## src/sv/lcas_pkg.sv

```systemverilog
`timescale 1ns / 1ps

package lcas_pkg;

    localparam int HW_LIMIT     = 32;
    localparam int DEF_MAX_COLS = 32;
    localparam int DEF_MAX_ROWS = 32;

    localparam int CFG_W      = 6;
    localparam int IDX_W      = 5;
    localparam int APB_ADDR_W = 3;
    localparam int APB_DATA_W = 32;

    localparam logic [CFG_W-1:0] SIZE_RESET = 6'd32;

    localparam logic [3:0] SURVIVE_LOW = 4'd2;
    localparam logic [3:0] BIRTH_COUNT = 4'd3;

    localparam logic REG_GRID_ROWS = 1'b0;
    localparam logic REG_GRID_COLS = 1'b1;

    typedef enum logic [3:0] {
        ST_IDLE   = 4'b0001,
        ST_EVAL   = 4'b0010,
        ST_EMIT_A = 4'b0100,
        ST_EMIT_B = 4'b1000
    } state_t;

    typedef struct packed {
        logic accept;
        logic emit;
        logic sel_b;
        logic shift;
        logic clear;
    } cmd_t;

    typedef struct packed {
        logic col_last;
        logic row_first;
        logic row_last;
        logic emit_last;
        logic out_free;
    } status_t;

    function automatic logic [CFG_W-1:0] clamp_size(input logic [CFG_W-1:0] v,
                                                   input logic [CFG_W-1:0] top);
        logic [CFG_W-1:0] r;
        begin
            if (v == '0)
            begin
                r = 6'd1;
            end
            else if (v > top)
            begin
                r = top;
            end
            else
            begin
                r = v;
            end
            return r;
        end
    endfunction

endpackage

```

## src/sv/life_cellular_automaton_step_unit.sv

```systemverilog
`timescale 1ns / 1ps

// channel   direction  handshake                    payload
// in        input      in_valid / in_ready          cell_alive
// out       output     out_valid / out_ready        next_alive, out_row, out_col,
//                                                   run_last, generation_end
// cfg       input      psel / penable / pwrite      paddr, pwdata, prdata (pready tied high)
//
// cells are taken while idle; the last cell of a row is followed by a decode state
// a finished row then drains through the output register, one result per cycle unless stalled
// in_ready is low while a row drains; out_ready low stalls the drain in place
// reset sets both sizes to 32 and clears the row stores and counters at once
// any register write restarts the generation

module life_cellular_automaton_step_unit #(
    parameter int MAX_COLS = lcas_pkg::DEF_MAX_COLS,
    parameter int MAX_ROWS = lcas_pkg::DEF_MAX_ROWS
) (
    input  logic                            clk,
    input  logic                            rst_n,
    input  logic                            psel,
    input  logic                            penable,
    input  logic                            pwrite,
    input  logic [lcas_pkg::APB_ADDR_W-1:0] paddr,
    input  logic [lcas_pkg::APB_DATA_W-1:0] pwdata,
    output logic [lcas_pkg::APB_DATA_W-1:0] prdata,
    output logic                            pready,
    input  logic                            in_valid,
    output logic                            in_ready,
    input  logic                            cell_alive,
    output logic                            out_valid,
    input  logic                            out_ready,
    output logic                            next_alive,
    output logic [lcas_pkg::IDX_W-1:0]      out_row,
    output logic [lcas_pkg::IDX_W-1:0]      out_col,
    output logic                            run_last,
    output logic                            generation_end
);

    logic                       cfg_wr;
    logic [lcas_pkg::CFG_W-1:0] rows_eff;
    logic [lcas_pkg::CFG_W-1:0] cols_eff;
    lcas_pkg::cmd_t             cmd;
    lcas_pkg::status_t          status;

    assign pready = 1'b1;

    lcas_cfg #(
        .MAX_COLS (MAX_COLS),
        .MAX_ROWS (MAX_ROWS)
    ) u_cfg (
        .clk      (clk),
        .rst_n    (rst_n),
        .psel     (psel),
        .penable  (penable),
        .pwrite   (pwrite),
        .paddr    (paddr),
        .pwdata   (pwdata),
        .prdata   (prdata),
        .cfg_wr   (cfg_wr),
        .rows_eff (rows_eff),
        .cols_eff (cols_eff)
    );

    lcas_ctrl u_ctrl (
        .clk      (clk),
        .rst_n    (rst_n),
        .in_valid (in_valid),
        .in_ready (in_ready),
        .cfg_wr   (cfg_wr),
        .status   (status),
        .cmd      (cmd)
    );

    lcas_dp #(
        .MAX_COLS (MAX_COLS),
        .MAX_ROWS (MAX_ROWS)
    ) u_dp (
        .clk            (clk),
        .rst_n          (rst_n),
        .cell_alive     (cell_alive),
        .cfg_wr         (cfg_wr),
        .rows_eff       (rows_eff),
        .cols_eff       (cols_eff),
        .cmd            (cmd),
        .status         (status),
        .out_valid      (out_valid),
        .out_ready      (out_ready),
        .next_alive     (next_alive),
        .out_row        (out_row),
        .out_col        (out_col),
        .run_last       (run_last),
        .generation_end (generation_end)
    );

endmodule

```

## src/sv/lcas_cfg.sv

```systemverilog
`timescale 1ns / 1ps

module lcas_cfg #(
    parameter int MAX_COLS = lcas_pkg::DEF_MAX_COLS,
    parameter int MAX_ROWS = lcas_pkg::DEF_MAX_ROWS
) (
    input  logic                               clk,
    input  logic                               rst_n,
    input  logic                               psel,
    input  logic                               penable,
    input  logic                               pwrite,
    input  logic [lcas_pkg::APB_ADDR_W-1:0]    paddr,
    input  logic [lcas_pkg::APB_DATA_W-1:0]    pwdata,
    output logic [lcas_pkg::APB_DATA_W-1:0]    prdata,
    output logic                               cfg_wr,
    output logic [lcas_pkg::CFG_W-1:0]         rows_eff,
    output logic [lcas_pkg::CFG_W-1:0]         cols_eff
);

    localparam int COL_LIM = (MAX_COLS < lcas_pkg::HW_LIMIT) ? MAX_COLS : lcas_pkg::HW_LIMIT;
    localparam int ROW_LIM = (MAX_ROWS < lcas_pkg::HW_LIMIT) ? MAX_ROWS : lcas_pkg::HW_LIMIT;
    localparam logic [lcas_pkg::CFG_W-1:0] COL_TOP = lcas_pkg::CFG_W'(COL_LIM);
    localparam logic [lcas_pkg::CFG_W-1:0] ROW_TOP = lcas_pkg::CFG_W'(ROW_LIM);

    logic [lcas_pkg::CFG_W-1:0] rows_reg;
    logic [lcas_pkg::CFG_W-1:0] rows_next;
    logic [lcas_pkg::CFG_W-1:0] cols_reg;
    logic [lcas_pkg::CFG_W-1:0] cols_next;
    logic                       reg_sel;

    assign reg_sel = paddr[2];
    assign cfg_wr  = psel & penable & pwrite;

    always_comb
    begin
        rows_next = rows_reg;
        cols_next = cols_reg;
        if (cfg_wr)
        begin
            case (reg_sel)
                lcas_pkg::REG_GRID_ROWS: rows_next = pwdata[lcas_pkg::CFG_W-1:0];
                lcas_pkg::REG_GRID_COLS: cols_next = pwdata[lcas_pkg::CFG_W-1:0];
                default: ;
            endcase
        end
    end

    always_ff @(posedge clk or negedge rst_n)
    begin
        if (!rst_n)
        begin
            rows_reg <= lcas_pkg::SIZE_RESET;
            cols_reg <= lcas_pkg::SIZE_RESET;
        end
        else
        begin
            rows_reg <= rows_next;
            cols_reg <= cols_next;
        end
    end

    always_comb
    begin
        case (reg_sel)
            lcas_pkg::REG_GRID_ROWS: prdata = {{(lcas_pkg::APB_DATA_W-lcas_pkg::CFG_W){1'b0}}, rows_reg};
            lcas_pkg::REG_GRID_COLS: prdata = {{(lcas_pkg::APB_DATA_W-lcas_pkg::CFG_W){1'b0}}, cols_reg};
            default:                 prdata = '0;
        endcase
    end

    assign rows_eff = lcas_pkg::clamp_size(rows_reg, ROW_TOP);
    assign cols_eff = lcas_pkg::clamp_size(cols_reg, COL_TOP);

endmodule

```

## src/sv/lcas_ctrl.sv

```systemverilog
`timescale 1ns / 1ps

module lcas_ctrl (
    input  logic              clk,
    input  logic              rst_n,
    input  logic              in_valid,
    output logic              in_ready,
    input  logic              cfg_wr,
    input  lcas_pkg::status_t status,
    output lcas_pkg::cmd_t    cmd
);

    lcas_pkg::state_t state_reg;
    lcas_pkg::state_t state_next;

    assign in_ready = (state_reg == lcas_pkg::ST_IDLE);

    always_comb
    begin
        state_next = state_reg;
        cmd        = '0;
        case (state_reg)
            lcas_pkg::ST_IDLE:
            begin
                cmd.accept = in_valid;
                if (in_valid && status.col_last)
                begin
                    state_next = lcas_pkg::ST_EVAL;
                end
            end
            lcas_pkg::ST_EVAL:
            begin
                if (!status.row_first)
                begin
                    state_next = lcas_pkg::ST_EMIT_A;
                end
                else if (status.row_last)
                begin
                    state_next = lcas_pkg::ST_EMIT_B;
                end
                else
                begin
                    cmd.shift  = 1'b1;
                    state_next = lcas_pkg::ST_IDLE;
                end
            end
            lcas_pkg::ST_EMIT_A:
            begin
                cmd.emit = status.out_free;
                if (status.out_free && status.emit_last)
                begin
                    if (status.row_last)
                    begin
                        state_next = lcas_pkg::ST_EMIT_B;
                    end
                    else
                    begin
                        cmd.shift  = 1'b1;
                        state_next = lcas_pkg::ST_IDLE;
                    end
                end
            end
            lcas_pkg::ST_EMIT_B:
            begin
                cmd.emit  = status.out_free;
                cmd.sel_b = 1'b1;
                if (status.out_free && status.emit_last)
                begin
                    cmd.clear  = 1'b1;
                    state_next = lcas_pkg::ST_IDLE;
                end
            end
            default:
            begin
                state_next = lcas_pkg::ST_IDLE;
            end
        endcase
        if (cfg_wr)
        begin
            state_next = lcas_pkg::ST_IDLE;
        end
    end

    always_ff @(posedge clk or negedge rst_n)
    begin
        if (!rst_n)
        begin
            state_reg <= lcas_pkg::ST_IDLE;
        end
        else
        begin
            state_reg <= state_next;
        end
    end

endmodule

```

## src/sv/lcas_dp.sv

```systemverilog
`timescale 1ns / 1ps

module lcas_dp #(
    parameter int MAX_COLS = lcas_pkg::DEF_MAX_COLS,
    parameter int MAX_ROWS = lcas_pkg::DEF_MAX_ROWS
) (
    input  logic                           clk,
    input  logic                           rst_n,
    input  logic                           cell_alive,
    input  logic                           cfg_wr,
    input  logic [lcas_pkg::CFG_W-1:0]     rows_eff,
    input  logic [lcas_pkg::CFG_W-1:0]     cols_eff,
    input  lcas_pkg::cmd_t                 cmd,
    output lcas_pkg::status_t              status,
    output logic                           out_valid,
    input  logic                           out_ready,
    output logic                           next_alive,
    output logic [lcas_pkg::IDX_W-1:0]     out_row,
    output logic [lcas_pkg::IDX_W-1:0]     out_col,
    output logic                           run_last,
    output logic                           generation_end
);

    localparam int COL_LIM = (MAX_COLS < lcas_pkg::HW_LIMIT) ? MAX_COLS : lcas_pkg::HW_LIMIT;
    localparam int ROW_LIM = (MAX_ROWS < lcas_pkg::HW_LIMIT) ? MAX_ROWS : lcas_pkg::HW_LIMIT;
    localparam int CW      = (COL_LIM > 1) ? $clog2(COL_LIM) : 1;
    localparam int RW      = (ROW_LIM > 1) ? $clog2(ROW_LIM) : 1;

    logic [COL_LIM-1:0] s0_reg, s0_next;
    logic [COL_LIM-1:0] s1_reg, s1_next;
    logic [COL_LIM-1:0] s2_reg, s2_next;
    logic [CW-1:0]      col_reg, col_next;
    logic [CW-1:0]      ec_reg, ec_next;
    logic [RW-1:0]      row_reg, row_next;
    logic               out_valid_reg, out_valid_next;

    logic                       alive_reg;
    logic [lcas_pkg::IDX_W-1:0] row_out_reg;
    logic [lcas_pkg::IDX_W-1:0] col_out_reg;
    logic                       last_reg;
    logic                       gend_reg;

    logic [COL_LIM-1:0] above, cur, below;
    logic [COL_LIM+1:0] pa, pc, pb;
    logic [2:0]         wa, wc, wb;
    logic [3:0]         ncount;
    logic               self_alive;
    logic               cell_next;

    assign status.col_last  = (lcas_pkg::CFG_W'(col_reg) + 6'd1) == cols_eff;
    assign status.emit_last = (lcas_pkg::CFG_W'(ec_reg) + 6'd1) == cols_eff;
    assign status.row_first = (row_reg == '0);
    assign status.row_last  = (lcas_pkg::CFG_W'(row_reg) + 6'd1) == rows_eff;
    assign status.out_free  = !out_valid_reg || out_ready;

    // neighborhood window, padded with dead cells at the edges
    always_comb
    begin
        if (cmd.sel_b)
        begin
            above = s1_reg;
            cur   = s2_reg;
            below = '0;
        end
        else
        begin
            above = s0_reg;
            cur   = s1_reg;
            below = s2_reg;
        end
        pa = {1'b0, above, 1'b0};
        pc = {1'b0, cur, 1'b0};
        pb = {1'b0, below, 1'b0};
        wa = pa[ec_reg +: 3];
        wc = pc[ec_reg +: 3];
        wb = pb[ec_reg +: 3];
        self_alive = wc[1];
        ncount = 4'(wa[0]) + 4'(wa[1]) + 4'(wa[2]) + 4'(wc[0]) + 4'(wc[2])
               + 4'(wb[0]) + 4'(wb[1]) + 4'(wb[2]);
        if (self_alive)
        begin
            cell_next = (ncount == lcas_pkg::SURVIVE_LOW) || (ncount == lcas_pkg::BIRTH_COUNT);
        end
        else
        begin
            cell_next = (ncount == lcas_pkg::BIRTH_COUNT);
        end
    end

    always_comb
    begin
        s0_next        = s0_reg;
        s1_next        = s1_reg;
        s2_next        = s2_reg;
        col_next       = col_reg;
        ec_next        = ec_reg;
        row_next       = row_reg;
        out_valid_next = out_valid_reg;

        if (out_ready)
        begin
            out_valid_next = 1'b0;
        end
        if (cmd.emit)
        begin
            out_valid_next = 1'b1;
            if (status.emit_last)
            begin
                ec_next = '0;
            end
            else
            begin
                ec_next = ec_reg + 1'b1;
            end
        end
        if (cmd.accept)
        begin
            s2_next[col_reg] = cell_alive;
            if (!status.col_last)
            begin
                col_next = col_reg + 1'b1;
            end
        end
        if (cmd.shift)
        begin
            s0_next  = s1_reg;
            s1_next  = s2_reg;
            s2_next  = '0;
            row_next = row_reg + 1'b1;
            col_next = '0;
            ec_next  = '0;
        end
        if (cmd.clear || cfg_wr)
        begin
            s0_next  = '0;
            s1_next  = '0;
            s2_next  = '0;
            row_next = '0;
            col_next = '0;
            ec_next  = '0;
        end
    end

    always_ff @(posedge clk or negedge rst_n)
    begin
        if (!rst_n)
        begin
            s0_reg        <= '0;
            s1_reg        <= '0;
            s2_reg        <= '0;
            col_reg       <= '0;
            ec_reg        <= '0;
            row_reg       <= '0;
            out_valid_reg <= 1'b0;
        end
        else
        begin
            s0_reg        <= s0_next;
            s1_reg        <= s1_next;
            s2_reg        <= s2_next;
            col_reg       <= col_next;
            ec_reg        <= ec_next;
            row_reg       <= row_next;
            out_valid_reg <= out_valid_next;
        end
    end

    always_ff @(posedge clk)
    begin
        if (cmd.emit)
        begin
            alive_reg   <= cell_next;
            row_out_reg <= cmd.sel_b ? lcas_pkg::IDX_W'(row_reg)
                                     : lcas_pkg::IDX_W'(row_reg - 1'b1);
            col_out_reg <= lcas_pkg::IDX_W'(ec_reg);
            last_reg    <= status.emit_last && (cmd.sel_b || !status.row_last);
            gend_reg    <= status.emit_last && cmd.sel_b;
        end
    end

    assign out_valid      = out_valid_reg;
    assign next_alive     = alive_reg;
    assign out_row        = row_out_reg;
    assign out_col        = col_out_reg;
    assign run_last       = last_reg;
    assign generation_end = gend_reg;

endmodule

```

## config.mk

```make
export PLATFORM = sky130hd
export DESIGN_NAME = life_cellular_automaton_step_unit
export DESIGN_NICKNAME = d
export VERILOG_FILES = /design/src/sv/lcas_pkg.sv /design/src/sv/life_cellular_automaton_step_unit.sv /design/src/sv/lcas_cfg.sv /design/src/sv/lcas_ctrl.sv /design/src/sv/lcas_dp.sv
export SDC_FILE = /design/constraint.sdc
export NUM_CORES = 1
export LEC_CHECK = 0
export ABC_AREA = 1
export BUFFER_PORTS_ARGS = -buffer_cell sky130_fd_sc_hd__buf_2
export CORE_AREA = 4 4 237 170
export DETAILED_ROUTE_END_ITERATION = 10
export DIE_AREA = 0 0 241 174
export GPL_ROUTABILITY_DRIVEN = 0
export PLACE_DENSITY_LB_ADDON = 0.15
export SETUP_SLACK_MARGIN = 0.15
export SLEW_MARGIN = 5
export SYNTH_ARGS = -nofsm -noshare
export SYNTH_HDL_FRONTEND = slang
export SYNTH_HIERARCHICAL = 1
export SYNTH_SLANG_ARGS = --single-unit
export TNS_END_PERCENT = 20
```

## constraint.sdc

```tcl
create_clock -name clk -period 8 [get_ports clk]
set_clock_uncertainty 0.2 [all_clocks]
set_input_delay 0.8 -clock clk [delete_from_list [all_inputs] [get_ports clk]]
set_output_delay 0.8 -clock clk [all_outputs]
set_load 0.03 [all_outputs]
```

==> flow_summary.yaml <==
critical_path:
  cp.arrival_ns: 5.80
  crit_type: "reg2reg"
  crit_required_ns: 8.10
  endpoint_kind: "flip-flop"
  crit_path_max_fanout: 76
  start_kind: "flip-flop"
clock_tree:
  htreeDepth: 4
  cts.sinks: 141
  cts.path.max_buffers: 2
  cts_resized: 0
  path_clk_slew_ns: 0.06
  postCtsSetupBuffers: 0
  clockRootBuffer: "clkbuf_16"
  cts_tree: "yes"
  insertion_delay_ns: 0.46
  numCtsBuffers: 17
  cts_hold_buffers: 0
logic_synthesis:
  synth.area.mux_share_pct: 0.0989
  ys.warnings.count: 6
  async_flop_share_pct: 90.8
  synth_fa_ha_area_share_pct: 2.15
  synth_cells: 1512
  synth_top_family_by_area: "simple AND/OR/NAND/NOR gates"
  ys.flop_type: "dfrtp_1"
  netlist_area_mm2: 0.0101
  synth-edff-count: 13
  avgSynthCellArea_um2: 6.70
  synth_xor_area_share_pct: 1.99
  synth_cell_types: 45
  ys_ff_latch: 141
  synth_compound_area_share_pct: 15.4
  yosys.area_share.simple_pct: 31.1
  ys_seq_area_share_pct: 35.5
timing:
  finalCritPeriodShare_pct: 71.3
  tightestPinTransition_ns: 0.917
  rsz0062_at_grt: "false"
  max-slew-margin-rel_pct: 38.7
  whs_ns: 0.221
  finalCriticalPeriod_ns: 5.70
  tns_ns: 0
  fmax_mhz: 175
  setup_viol: 0
  hold_violations: 0
  drv_slew: 0
floorplanning:
  die_w_um: 241
  die_h_um: 174
  die_area_mm2: 0.0419
  start_util_pct: 26.7
  floorplan.core_area_mm2: 0.0380
  pin_count: 91
  rows: 60
placement:
  port-buffer-count: 35
  dp_hpwl_um: 23600
  placed_area_mm2: 0.0104
finish:
  final_cell_mix: "nand2_1 (453), o21ai_0 (170), inv_1 (162), nand3_1 (147), dfrtp_1 (123)"
  syn_to_final_growth_pct: 9.84
  fillerInstances: 4203
  final_nets: 1546
  drive_above_1_share_pct: 8.33
  antenna_cells: 0
  mostFrequentLayoutCell: "nand2_1"
  finalInstanceArea_mm2: 0.0111
  post-route-util_pct: 29.3
power_and_ir_drop:
  switching_share_pct: 44.1
  p_int_w: 0.00180
  p_per_area_mw_per_mm2: 289
  pwr-share-clk_pct: 29.4
  seq_power_share_pct: 28.6
  p_comb_share_pct: 42.0
  p_leak_nw: 5.22
  vdd_ir_drop_max_mv: 0.170
  switchingPower_w: 0.00142
detailed_routing:
  drt-total-wl_um: 34800
  avgViaCountPerCell: 4.80
  vias: 9588
  drc: 0
  drtPass1Iterations: 5
  first_iter_violations: 1117
  avgRoutedWirePerCell_um: 17.4
  postRouteAntennaNets: 0
grt:
  grt_antenna_before_repair: 1
  track_usage_pct: 16.8
  gr-total-overflow: 0
  grt_max_degree: 82
  grt_pass1_vias: 8954
  grt_pass1_wl_um: 54200
run_status:
  status: "finished, final reports clean"
hold_path:
  min_path_type: "in2async"
job:
  max-cap-violations: 0
[cells by family after synthesis]
logic type                 count (synthesis)
other                                      2
and+or+nand+nor                          750
DFF                                      141
muxes                                      1
xor gates and xnor gates                  23
buffers and inverters                    295
adders and majority gates                 15
AOI/OAI and AO/OA                        285
[layout make-up]
cell class,instances,area (µm²),share of cell area (%)
clock inverters,12,241,2.17
flip-flops and latches,141,3600,32.4
repair buffers,50,294,2.64
inverters,177,668,6.01
well taps,496,621,5.58
clock buffers,20,437,3.93
multi-input cells,1101,5260,47.3
[metal layers]
metal	share of wire (%)	wire, µm	vias up	track usage, %
met2	38	13300	224	21.7
met3	6.4	2230	22	4.41
li1	-	-	4784	-
met1	55	19000	4558	27.4
met4	0.72	250	0	3.08
met5	0	0	-	0
[worst max-delay path, stage by stage, from the launching register on]
cell and delay [ns]:
dfrtp_2 0.97, inv_4 0.52, nor2_4 0.52, inv_2 0.30
o21ai_0 0.23, a21oi_1 0.06, o211ai_1 0.22, nand2_1 0.09
fa_1 0.47, fa_1 0.54, inv_1 0.06, fa_1 0.44
inv_1 0.08, fa_1 0.42, nor3b_1 0.21, nand2_1 0.07
nand2_1 0.11
[through the flow]
stage | setup slack [ns] | total power (W) | instances
after floorplan | 3.65 | 0.00190 | 1537
after global placement | 2.28 | 0.00228 | 1965
after detailed placement | 2.32 | 0.00228 | 1965
after CTS | 2.32 | 0.00324 | 1997
after global routing | 1.97 | 0.00344 | 1997
final | 2.30 | 0.00322 | 1997
[synth_stat cells, types with 13 or more instances]
| cell type | number | share of area (%) |
|---|---|---|
| a21oi_1 | 32 | 1.6 |
| buf_2 | 27 | 1.3 |
| buf_4 | 40 | 3.0 |
| clkbuf_1 | 31 | 1.1 |
| dfrtp_1 | 125 | 31 |
| edfxtp_1 | 13 | 3.9 |
| inv_1 | 165 | 6.1 |
| nand2_1 | 454 | 17 |
| nand3_1 | 147 | 7.3 |
| nand4_1 | 13 | 0.80 |
| nor2_1 | 101 | 3.7 |
| o211ai_1 | 16 | 1.2 |
| o21ai_0 | 170 | 8.4 |
| o21ai_1 | 13 | 0.64 |
| o22ai_1 | 40 | 2.5 |
| xor2_1 | 15 | 1.3 |
[power groups by stage]
| stage | logic, W | registers, W | clock network (W) |
|---|---|---|---|
| 2_1_floorplan | 0.00102 | 0.000876 | 0 |
| 3_3_place_gp | 0.00135 | 0.000931 | 0 |
| 3_5_place_dp | 0.00135 | 0.000932 | 0 |
| 4_1_cts | 0.00135 | 0.000918 | 0.000970 |
| 5_1_grt | 0.00151 | 0.000933 | 0.000996 |
| 6_report | 0.00135 | 0.000921 | 0.000945 |
[path summary, 6_finish.rpt]
| check | from | endpoint | slack (ns) | cells after the start |
|---|---|---|---|---|
| max | u_dp/ec_reg[0] | u_dp/next_alive | 2.30 | 16 |
| min | rst_n | u_dp/row_reg[0] | 0.22 | 1 |
| max in group asynchronous | rst_n | u_dp/s2_reg[1] | 6.19 | 2 |
| min reg2reg | u_dp/s0_reg[1] | u_dp/s0_reg[1] | 0.28 | 2 |
| max reg2reg | u_dp/ec_reg[0] | u_dp/next_alive | 2.30 | 16 |
| min in group clk | u_dp/s0_reg[1] | u_dp/s0_reg[1] | 0.28 | 2 |
(Power assumes the default switching activity.)
